### config.mk
export PLATFORM = sky130hd
export DESIGN_NAME = substring_and_charset_search
export DESIGN_NICKNAME = d
export VERILOG_FILES = /design/src/rtl/core/sscs_pkg.sv /design/src/rtl/core/sscs_match.sv /design/src/rtl/core/sscs_outbuf.sv /design/src/rtl/core/substring_and_charset_search.sv
export SDC_FILE = /design/constraint.sdc
export NUM_CORES = 1
export LEC_CHECK = 0
export BUFFER_PORTS_ARGS = -buffer_cell sky130_fd_sc_hd__buf_2
export CELL_PAD_IN_SITES_DETAIL_PLACEMENT = 0
export CELL_PAD_IN_SITES_GLOBAL_PLACEMENT = 1
export CORE_AREA = 2 2 184 186
export CTS_CLUSTER_DIAMETER = 60
export DETAILED_ROUTE_END_ITERATION = 16
export DIE_AREA = 0 0 186 188
export MAX_ROUTING_LAYER = met4
export PLACE_DENSITY_LB_ADDON = 0.1
export SYNTH_ARGS = -nofsm -noshare
export SYNTH_HDL_FRONTEND = slang
export SYNTH_SLANG_ARGS = --single-unit
### constraint.sdc
create_clock -name clk -period 11.99 [get_ports clk]
set_input_delay 1.199 -clock clk [delete_from_list [all_inputs] [get_ports clk]]
set_output_delay 1.199 -clock clk [all_outputs]
set_load 0.02 [all_outputs]
### src/rtl/core/sscs_pkg.sv
// Shared types, constants and helpers for the substring and character-set search block.
// Used by sscs_match, sscs_outbuf and substring_and_charset_search.
`timescale 1ns / 1ps

package sscs_pkg;

  localparam int MAX_PATTERN_BYTES = 8;
  localparam int INDEX_BITS        = 16;
  localparam int POS_BITS          = INDEX_BITS + 1;
  localparam int WIN_BITS          = 8 * (MAX_PATTERN_BYTES - 1);
  localparam int PAT_BITS          = 8 * MAX_PATTERN_BYTES;
  localparam int LEN_BITS          = 4;
  localparam int PAT_IDX_BITS      = 3;
  localparam int CFG_IDX_BITS      = 2;
  localparam int RESULT_BITS       = 2 * INDEX_BITS + 2;
  localparam int OUT_TDATA_BITS    = ((RESULT_BITS + 7) / 8) * 8;

  localparam logic [INDEX_BITS-1:0] IDX_MAX   = '1;
  localparam logic [POS_BITS-1:0]   POS_LIMIT = '1;

  typedef enum logic [CFG_IDX_BITS-1:0] {
    CFG_SEARCH_MODE    = 2'd0,
    CFG_PATTERN_BYTES  = 2'd1,
    CFG_PATTERN_LENGTH = 2'd2
  } cfg_reg_t;

  typedef enum logic {
    MODE_SUBSTRING = 1'b0,
    MODE_CHARSET   = 1'b1
  } search_mode_t;

  typedef struct packed {
    search_mode_t          mode;
    logic [PAT_BITS-1:0]   pattern;
    logic [LEN_BITS-1:0]   length;
  } cfg_t;

  typedef struct packed {
    logic                  hit;
    logic [INDEX_BITS-1:0] start;
  } hit_t;

  // packed from the top bit down, so found lands in bit 0
  typedef struct packed {
    logic                  overflow;
    logic [INDEX_BITS-1:0] last_index;
    logic [INDEX_BITS-1:0] first_index;
    logic                  found;
  } result_t;

  // clamp the programmed length into 1..MAX_PATTERN_BYTES
  function automatic logic [LEN_BITS-1:0] eff_len(input logic [LEN_BITS-1:0] n);
    logic [LEN_BITS-1:0] r;
    r = n;
    if (n == '0) begin
      r = LEN_BITS'(1);
    end else if (n > LEN_BITS'(MAX_PATTERN_BYTES)) begin
      r = LEN_BITS'(MAX_PATTERN_BYTES);
    end
    return r;
  endfunction

endpackage

### src/rtl/core/sscs_match.sv
// Byte compare for one incoming word: pattern window check or character-set check.
// Combinational; depends on sscs_pkg.
`timescale 1ns / 1ps

module sscs_match
  import sscs_pkg::*;
(
  input  cfg_t                cfg,
  input  logic [WIN_BITS-1:0] window,
  input  logic [7:0]          text_byte,
  input  logic [POS_BITS-1:0] pos,
  output hit_t                result
);

  logic [LEN_BITS-1:0]     len;
  logic [PAT_IDX_BITS-1:0] len_m1;
  logic [PAT_BITS-1:0]     hist;
  logic [MAX_PATTERN_BYTES-1:0] sub_eq;
  logic [MAX_PATTERN_BYTES-1:0] set_eq;
  logic [POS_BITS-1:0]     start_raw;

  assign len    = eff_len(cfg.length);
  assign len_m1 = PAT_IDX_BITS'(len - LEN_BITS'(1));
  assign hist   = {window, text_byte};

  always_comb begin
    logic [PAT_IDX_BITS-1:0] idx;
    logic [7:0]              pat;
    logic                    active;
    for (int j = 0; j < MAX_PATTERN_BYTES; j++) begin
      pat       = cfg.pattern[8*j +: 8];
      active    = LEN_BITS'(j) < len;
      idx       = len_m1 - PAT_IDX_BITS'(j);
      sub_eq[j] = !active || (pat == hist[8*idx +: 8]);
      set_eq[j] = active && (pat == text_byte);
    end
  end

  always_comb begin
    result.hit = 1'b0;
    start_raw  = pos;
    unique case (cfg.mode)
      MODE_CHARSET: begin
        result.hit = |set_eq;
        start_raw  = pos;
      end
      MODE_SUBSTRING: begin
        result.hit = (&sub_eq) && (pos >= POS_BITS'(len_m1));
        start_raw  = pos - POS_BITS'(len_m1);
      end
      default: begin
        result.hit = 1'b0;
      end
    endcase
    result.start = start_raw[POS_BITS-1] ? IDX_MAX : start_raw[INDEX_BITS-1:0];
  end

endmodule

### src/rtl/core/sscs_outbuf.sv
// Result register with one skid entry between the search core and the output channel.
// Depends on sscs_pkg.
`timescale 1ns / 1ps

module sscs_outbuf
  import sscs_pkg::*;
(
  input  logic    clk,
  input  logic    rst_n,
  input  logic    push,
  input  result_t push_data,
  output logic    can_accept,
  output logic    out_valid,
  input  logic    out_ready,
  output result_t out_data
);

  logic    out_v_r, out_v_nxt;
  logic    skid_v_r, skid_v_nxt;
  result_t out_d_r, out_d_nxt;
  result_t skid_d_r, skid_d_nxt;
  logic    pop;

  assign pop        = out_v_r && out_ready;
  assign can_accept = !skid_v_r;
  assign out_valid  = out_v_r;
  assign out_data   = out_d_r;

  always_comb begin
    out_v_nxt  = out_v_r;
    skid_v_nxt = skid_v_r;
    out_d_nxt  = out_d_r;
    skid_d_nxt = skid_d_r;
    if (!out_v_r || pop) begin
      if (skid_v_r) begin
        out_v_nxt  = 1'b1;
        out_d_nxt  = skid_d_r;
        skid_v_nxt = push;
        skid_d_nxt = push_data;
      end else begin
        out_v_nxt  = push;
        out_d_nxt  = push_data;
      end
    end else if (push) begin
      skid_v_nxt = 1'b1;
      skid_d_nxt = push_data;
    end
  end

  always_ff @(posedge clk) begin
    if (!rst_n) begin
      out_v_r  <= 1'b0;
      skid_v_r <= 1'b0;
    end else begin
      out_v_r  <= out_v_nxt;
      skid_v_r <= skid_v_nxt;
    end
    out_d_r  <= out_d_nxt;
    skid_d_r <= skid_d_nxt;
  end

  a_skid_behind_out: assert property (@(posedge clk) disable iff (!rst_n)
    skid_v_r |-> out_v_r)
    else $error("skid entry held while output register empty");

  a_no_push_when_full: assert property (@(posedge clk) disable iff (!rst_n)
    push |-> !skid_v_r)
    else $error("result pushed with skid entry occupied");

endmodule

### src/rtl/core/substring_and_charset_search.sv
// Top level of the streaming substring / character-set search block.
// Instantiates sscs_match and sscs_outbuf; depends on sscs_pkg.
`timescale 1ns / 1ps

// Usage:
//   in_*  : one text byte per word in in_tdata, in_tlast marks the final byte of a string.
//   out_* : one word per string, sent after its final byte; tdata from bit 0 up:
//           found, first_index[15:0], last_index[15:0], overflow, zero padding.
//   cfg_* : write port; index 0 search mode, 1 pattern bytes, 2 pattern length.
//           Write only while no string is in progress and no result is pending.
// Throughput: one byte per cycle while in_tready is high; the byte compare and state
//   update finish in the cycle the word is accepted.
// Output: the result word is registered when the final byte is accepted.
// Stall: a result register plus one skid entry hold results; in_tready is registered
//   and drops only when both are full, so bytes of a string keep flowing while the
//   previous result waits.
// Reset: rst_n (synchronous) clears the string state, empties the output side and
//   loads mode 0, pattern 0, length 1. No match can be pending after reset.
module substring_and_charset_search
  import sscs_pkg::*;
(
  input  logic                      clk,
  input  logic                      rst_n,
  input  logic                      in_tvalid,
  output logic                      in_tready,
  input  logic [7:0]                in_tdata,  // text_byte
  input  logic                      in_tlast,  // last_byte
  output logic                      out_tvalid,
  input  logic                      out_tready,
  output logic [OUT_TDATA_BITS-1:0] out_tdata, // found, first_index, last_index, overflow
  input  logic                      cfg_we,
  input  logic [CFG_IDX_BITS-1:0]   cfg_index,
  input  logic [PAT_BITS-1:0]       cfg_data
);

  cfg_t                  cfg_r, cfg_nxt;
  logic [WIN_BITS-1:0]   window_r, window_nxt;
  logic [POS_BITS-1:0]   pos_r, pos_nxt;
  logic [INDEX_BITS-1:0] first_r, first_nxt;
  logic [INDEX_BITS-1:0] last_r, last_nxt;
  logic                  any_r, any_nxt;
  logic                  ovf_r, ovf_nxt;

  hit_t                  hit;
  result_t               res;
  result_t               out_res;
  logic                  fire;
  logic                  push;
  logic                  at_limit;
  logic [INDEX_BITS-1:0] str_len;
  logic                  any_upd;
  logic                  ovf_upd;
  logic [INDEX_BITS-1:0] first_upd;
  logic [INDEX_BITS-1:0] last_upd;

  assign fire = in_tvalid && in_tready;
  assign push = fire && in_tlast;

  sscs_match u_match (
    .cfg       (cfg_r),
    .window    (window_r),
    .text_byte (in_tdata),
    .pos       (pos_r),
    .result    (hit)
  );

  always_comb begin
    cfg_nxt = cfg_r;
    if (cfg_we) begin
      case (cfg_reg_t'(cfg_index))
        CFG_SEARCH_MODE:    cfg_nxt.mode    = search_mode_t'(cfg_data[0]);
        CFG_PATTERN_BYTES:  cfg_nxt.pattern = cfg_data;
        CFG_PATTERN_LENGTH: cfg_nxt.length  = cfg_data[LEN_BITS-1:0];
        default: begin
        end
      endcase
    end
  end

  assign at_limit  = pos_r >= POS_BITS'(IDX_MAX);
  assign str_len   = at_limit ? IDX_MAX : pos_r[INDEX_BITS-1:0] + INDEX_BITS'(1);
  assign any_upd   = any_r || hit.hit;
  assign ovf_upd   = ovf_r || at_limit;
  assign first_upd = (hit.hit && !any_r) ? hit.start : first_r;
  assign last_upd  = hit.hit ? hit.start : last_r;

  always_comb begin
    res.found       = any_upd;
    res.first_index = any_upd ? first_upd : str_len;
    res.last_index  = any_upd ? last_upd : str_len;
    res.overflow    = ovf_upd;
  end

  always_comb begin
    window_nxt = window_r;
    pos_nxt    = pos_r;
    first_nxt  = first_r;
    last_nxt   = last_r;
    any_nxt    = any_r;
    ovf_nxt    = ovf_r;
    if (fire) begin
      if (in_tlast) begin
        window_nxt = '0;
        pos_nxt    = '0;
        first_nxt  = '0;
        last_nxt   = '0;
        any_nxt    = 1'b0;
        ovf_nxt    = 1'b0;
      end else begin
        window_nxt = {window_r[WIN_BITS-9:0], in_tdata};
        pos_nxt    = (pos_r == POS_LIMIT) ? pos_r : pos_r + POS_BITS'(1);
        first_nxt  = first_upd;
        last_nxt   = last_upd;
        any_nxt    = any_upd;
        ovf_nxt    = ovf_upd;
      end
    end
  end

  always_ff @(posedge clk) begin
    if (!rst_n) begin
      cfg_r.mode    <= MODE_SUBSTRING;
      cfg_r.pattern <= '0;
      cfg_r.length  <= LEN_BITS'(1);
      window_r      <= '0;
      pos_r         <= '0;
      first_r       <= '0;
      last_r        <= '0;
      any_r         <= 1'b0;
      ovf_r         <= 1'b0;
    end else begin
      cfg_r    <= cfg_nxt;
      window_r <= window_nxt;
      pos_r    <= pos_nxt;
      first_r  <= first_nxt;
      last_r   <= last_nxt;
      any_r    <= any_nxt;
      ovf_r    <= ovf_nxt;
    end
  end

  sscs_outbuf u_outbuf (
    .clk        (clk),
    .rst_n      (rst_n),
    .push       (push),
    .push_data  (res),
    .can_accept (in_tready),
    .out_valid  (out_tvalid),
    .out_ready  (out_tready),
    .out_data   (out_res)
  );

  assign out_tdata = {(OUT_TDATA_BITS - RESULT_BITS)'(0), out_res.overflow,
                      out_res.last_index, out_res.first_index, out_res.found};

  a_clear_after_last: assert property (@(posedge clk) disable iff (!rst_n)
    push |=> (pos_r == '0) && !any_r && !ovf_r)
    else $error("string state not cleared after final byte");

  a_pos_advance: assert property (@(posedge clk) disable iff (!rst_n)
    (fire && !in_tlast && (pos_r != POS_LIMIT)) |=> pos_r == $past(pos_r) + POS_BITS'(1))
    else $error("byte position did not advance");

  a_first_sticky: assert property (@(posedge clk) disable iff (!rst_n)
    (any_r && !(fire && in_tlast)) |=> first_r == $past(first_r))
    else $error("first match position changed after a match was recorded");

endmodule

Word level (Yosys, flattened, before mapping)
Cells that the tools add are included.
Widths: inputs -> output; s select.

storage, ports and cells
  bits in registers = 246
  input port bits = 80
  output and inout port bits = 42

operators by class
  add/sub/neg operators = 11
  magnitude comparators = 11
  eq/ne operators = 21
  shift operators = 8
  muxes and demuxes = 25
  bitwise logic cells = 1
  reductions and logical operators = 45

operators by type and width
  cell                   number
  $shiftx 64x7->8        8
  $mux 34                4
  $eq 8x8->1             16
  $mux 16                8
  $mux 56                1
  $mux 17                2
  $pmux 17 s2            1
  $add 17x1->17 const B  1
  $eq 17x17->1 const B   1
  $ge 17x16->1 const B   1
  $ge 17x3->1            1
  $sub 17x3->17          1
  $add 16x1->16 const B  1
  $lt 3x4->1 const A     4
  $logic_and 1x1->1      13
  $sub 3x3->3 const B    4
  $logic_not 1->1        11
  $logic_or 1x1->1       11
  $reduce_and 2->1       5
  $lt 1x4->1 const A     2
  $lt 2x4->1 const A     2
  $mux 4                 2
  $reduce_and 8->1       1
  $reduce_or 8->1        1
  13 further kinds       20

Longest topological paths before layout
  word-level depth = 16
  mapped depth = 24

Modules after synthesis
A second synthesis with hierarchy kept.

unflattened totals
  cells, all modules = 1,850
  area total of the unflattened synthesis = 16,580.9 um2

modules (own cells, without submodules)
  module                        times used  cells an instance  area each (um2)  seq. area each (um2)
  substring_and_charset_search  1           945                8,008.9          3,523.4
  sscs_match                    1           789                5,885.6          0.0
  sscs_outbuf                   1           116                2,686.3          2,082.0

Worst setup path after synthesis
OpenSTA, ideal clock, no wires.

  path kind = input-to-reg
  start = in out_tready
  end = reg u_outbuf.skid_d_r[0] (netlist bit), enable pin
  arrival = 4.643 ns
  setup slack = 6.875 ns
  stages on the path = 2
  cell sequence = nand2b_1 o21ai_0

between the ends
  word-level cells in the longest chain between the ends = 4
  elaborated cells on any way between the ends = 5
  those cells by class = 1 x eq/ne; 4 x reduce/logical

RTL lines
  item                                                       RTL line                            source
  start, declared                                            substring_and_charset_search.sv:29  input logic out_tready,
  $logic_and 1x1->1 *                                        sscs_outbuf.sv:24                   assign pop = out_v_r && out_ready;
  $logic_or 1x1->1 *                                         sscs_outbuf.sv:34                   if (!out_v_r || pop) begin
  $ne 2x1->1 (no line) or $reduce_bool 2->1 (tied branches)  -
  $reduce_and 2->1 (no line) *                               -
  end signal, assigned                                       sscs_outbuf.sv:59                   skid_d_r <= skid_d_nxt;
  end, declared                                              sscs_outbuf.sv:21                   result_t skid_d_r, skid_d_nxt;

Mark *: on every way between the ends. The rest lies on a longest branch, timed or not.
A chain may end at the register's enable or synchronous reset.

Worst setup path after layout
  start = reg cfg_r[3] (netlist bit)
  end = reg last_r[0]

between the ends
  word-level cells in the longest chain between the ends = 13
  elaborated cells on any way between the ends = 70
  those cells by class = 9 x add/sub; 10 x order compare; 8 x eq/ne; 8 x shift; 7 x mux; 28 x reduce/logical

RTL lines
  item                                       RTL line                             source
  start, declared                            substring_and_charset_search.sv:36   cfg_t cfg_r, cfg_nxt;
  start signal, assigned                     substring_and_charset_search.sv:132  cfg_r <= cfg_nxt;
  $gt 4x4->1                                 sscs_pkg.sv:57                       end else if (n > LEN_BITS'(MAX_PATTERN_BYTES)) begin
  $mux 4                                     sscs_pkg.sv:57
  $mux 4 *                                   sscs_pkg.sv:55                       if (n == '0) begin
  $sub 3x1->3                                sscs_match.sv:23                     assign len_m1 = PAT_IDX_BITS'(len - LEN_BITS'(1));
  $sub 3x1->3, or another cell as far along  sscs_match.sv:33                     idx = len_m1 - PAT_IDX_BITS'(j);
  $shiftx 64x7->8                            sscs_match.sv:34                     sub_eq[j] = !active || (pat == hist[8*idx +: 8]);
  $eq 8x8->1                                 sscs_match.sv:34
  $logic_or 1x1->1                           sscs_match.sv:34
  $reduce_and 8->1                           sscs_match.sv:48                     result.hit = (&sub_eq) && (pos >= POS_BITS'(len_m1));
  $logic_and 1x1->1                          sscs_match.sv:48
  $pmux 1 s2                                 sscs_match.sv:42                     unique case (cfg.mode)
  $mux 16 *                                  substring_and_charset_search.sv:85   assign last_upd = hit.hit ? hit.start : last_r;
  $mux 16 *                                  substring_and_charset_search.sv:102  if (in_tlast) begin
  end signal, assigned                       substring_and_charset_search.sv:136  last_r <= last_nxt;
  end, declared                              substring_and_charset_search.sv:40   logic [INDEX_BITS-1:0] last_r, last_nxt;

Marked as above.

==> flow_metrics.tcl <==
set metrics [dict create \
    status "completed" \
    routed_wl_um 58700 \
    cts_sinks 246 \
    crit_required_ns 12.52 \
    fin_tns_setup_ns 0 \
    hold_buffers 0 \
    ant_nets 0 \
    crit_arrival_ns 7.42 \
    synth_cell_types 94 \
    worstReg2RegStart "cfg_r[3]" \
    ys_warn_count 0 \
    overflow 0 \
    cp_common_cell "buf_4" \
    worstSetupEndpointType "register" \
    netlist.area_leader.share_pct 21.5 \
    die_h_um 188 \
    reg2reg_to "last_r[0]" \
    yosysMostFrequentCell "nand2_1" \
    htree_levels 1 \
    critical-path-top-delay-family "buffers and inverters" \
    synth_ff_type "dfxtp_1" \
    io-pin-count 122 \
    cts.repair.resized 0 \
    cts_tree "built" \
    via_count 15100 \
    numPortBuffers 115 \
    ys_ff_latch 246 \
    grt_usage_pct 34.2 \
    grt_pass1_wl_um 88000 \
    crit_fanout 56 \
    wire_per_inst_um 24.2 \
    rsz0062_at_grt "false" \
    setup-violations-final 0 \
    synth_edf_count 68 \
    die_area_um2 35000 \
    max_stage_delay_ns 0.69 \
    rr_worst_depth 20 \
    clk_latency_ns 0.60 \
    cts_root_buf "clkbuf_16" \
    cts_made_buffers 30 \
    hold_violations 0 \
    netlist_area_um2 16600 \
    yosys-top-cells-area "dfxtp_1 22%, edfxtp_1 12%, nand2_1 5.8%" \
    period_share_pct 57.4 \
    grt_max_degree 92 \
    drtIter0Drc 1427 \
    tightest_slew_ns 1.22 \
    synth_area_leader_cell "dfxtp_1" \
    async_flop_share_pct 0 \
    r2r_setup_slack_ns 5.11 \
    synth_seq_area_share_pct 33.8 \
    coreArea_um2 33100 \
    hpwlAfterDp_um 41700 \
    clkTransAtPathRegs_ns 0.06 \
    layout-drive-gt1-share_pct 14.3 \
    fin_ws_ns 5.11 \
    worstHoldPathCells 1 \
    place_ws_ns 5.26 \
    crit_buf_inv 6 \
    syn_to_final_growth_pct 10.1 \
    first_global_vias 14100 \
    synthCells 1950 \
    peakVddDrop_v 0.000127 \
    final_util_pct 55.1 \
    drc_errors 0 \
    clockBufferDepth 3 \
    hold_class "register to register" \
    final_max_slew_viol_count 0 \
    nNetsFinal 2036 \
    max_slew_margin_pct 18.7 \
    period_minus_slack_ns 6.88 \
    hold_ws_ns 0.476 \
    holdPathEnd "last_r[12]" \
    synth_common_cells "256 x nand2_1, 178 x dfxtp_1, 103 x a21oi_1, 101 x clkbuf_1, 91 x xnor2_1" \
    row_count 67 \
    critical_path_class "register to register" \
    critPathSlowestCell "a311oi_1" \
    maxCapViolations 0 \
    antenna_found_initial 2 \
    avgSynthCellArea_um2 8.49 \
    via_per_inst 6.23 \
    power_density_nw_per_um2 123 \
    finalWeightedCongestion 1.01 \
    p_leak_nw 7.31 \
    start_util_pct 50.0 \
    fmax_ghz 0.145 \
    hold_start "last_r[12]" \
    worstPathCellList "buf_4, nor2b_1, buf_4, inv_2, ha_1, buf_4, nor2_1, nor3_4, buf_4, a211oi_1, a311oi_1, xnor2_1, nand3_1, a211oi_1, a31oi_1, o41ai_4, buf_4, nand2_2, nor2_2, a22o_1" \
    crit_path_start_kind "register" \
    skew_ns 0.0141 \
    post_cts_buffers 0 \
    die_w_um 186 \
    drtPass1Iterations 5 \
    finalPower_w 0.00225 \
]
[how the worst max path moves through the flow]
stage,from,to,slack (ns),cells past startpoint
2_1_floorplan,out_tready,u_outbuf.skid_d_r[0],6.87,2
3_3_place_gp,cfg_r[3],last_r[9],5.27,20
3_5_place_dp,cfg_r[3],last_r[0],5.26,20
4_1_cts,cfg_r[3],last_r[0],5.20,20
5_1_grt,cfg_r[3],first_r[8],4.74,20
6_report,cfg_r[3],last_r[0],5.11,20
[per-stage QoR]
step | cell area, µm² | std cells
3_5_place_dp | 17100 | 2363
2_1_floorplan | 16600 | 1955
3_3_place_gp | 17100 | 2363
4_1_cts | 18200 | 2419
6_report | 18200 | 2421
5_1_grt | 18200 | 2421
[state kept, by name (all words and copies together), names as in the netlist, 16 cells and up]
register           cells
pos_r                 17
last_r                16
cfg_r                 69
first_r               16
u_outbuf.out_data     34
u_outbuf.skid_d_r     34
window_r              56
[final cells by class]
cell class	count	area, µm²
inverter	34	128
antenna	2	5.00
clock inverter	8	138
clock buffer	48	950
fill	3145	14900
timing repair buffer	140	766
sequential	246	5610
tap	448	561
multi-input combinational	1495	10100
[placed cells by master, fill, tap and decap left out, types with 31 or more instances in the layout]
cell type  count
dfxtp_1      175
a21boi_0      68
buf_2        114
clkbuf_16     31
a21oi_1      103
nor2_1        75
mux2_2        39
and3_1        73
nor3_1        51
xnor2_1       91
o21ai_0       72
nand3_1       36
mux2i_1       74
a22o_1        36
nor2b_1       74
nand2_1      255
edfxtp_1      68
xor2_1        75
[metal layers]
metal  GRT usage, %  vias up  routed length, µm
met5              -        -                  0
met4           18.2        0               3830
met3           5.03      180               3520
met2           55.6      617              28300
met1           40.6     7257              23000
li1               -     7026                  -
[cell families after synthesis]
family / share of synthesized area [%]
and+or+nand+nor: 21.4
AOI/OAI and AO/OA: 20.4
DFF: 33.8
buffers and inverters: 5.71
xor gates and xnor gates: 9.06
muxes: 8.76
adders and majority gates: 0.786
other: 0.0226
[power by group]
group | internal, W | switching (W)
clock network | 0.000590 | 0.000381
logic | 0.000132 | 0.000238
registers | 0.000882 | 0.0000240
Note: power is estimated with default switching activity, not from simulation.
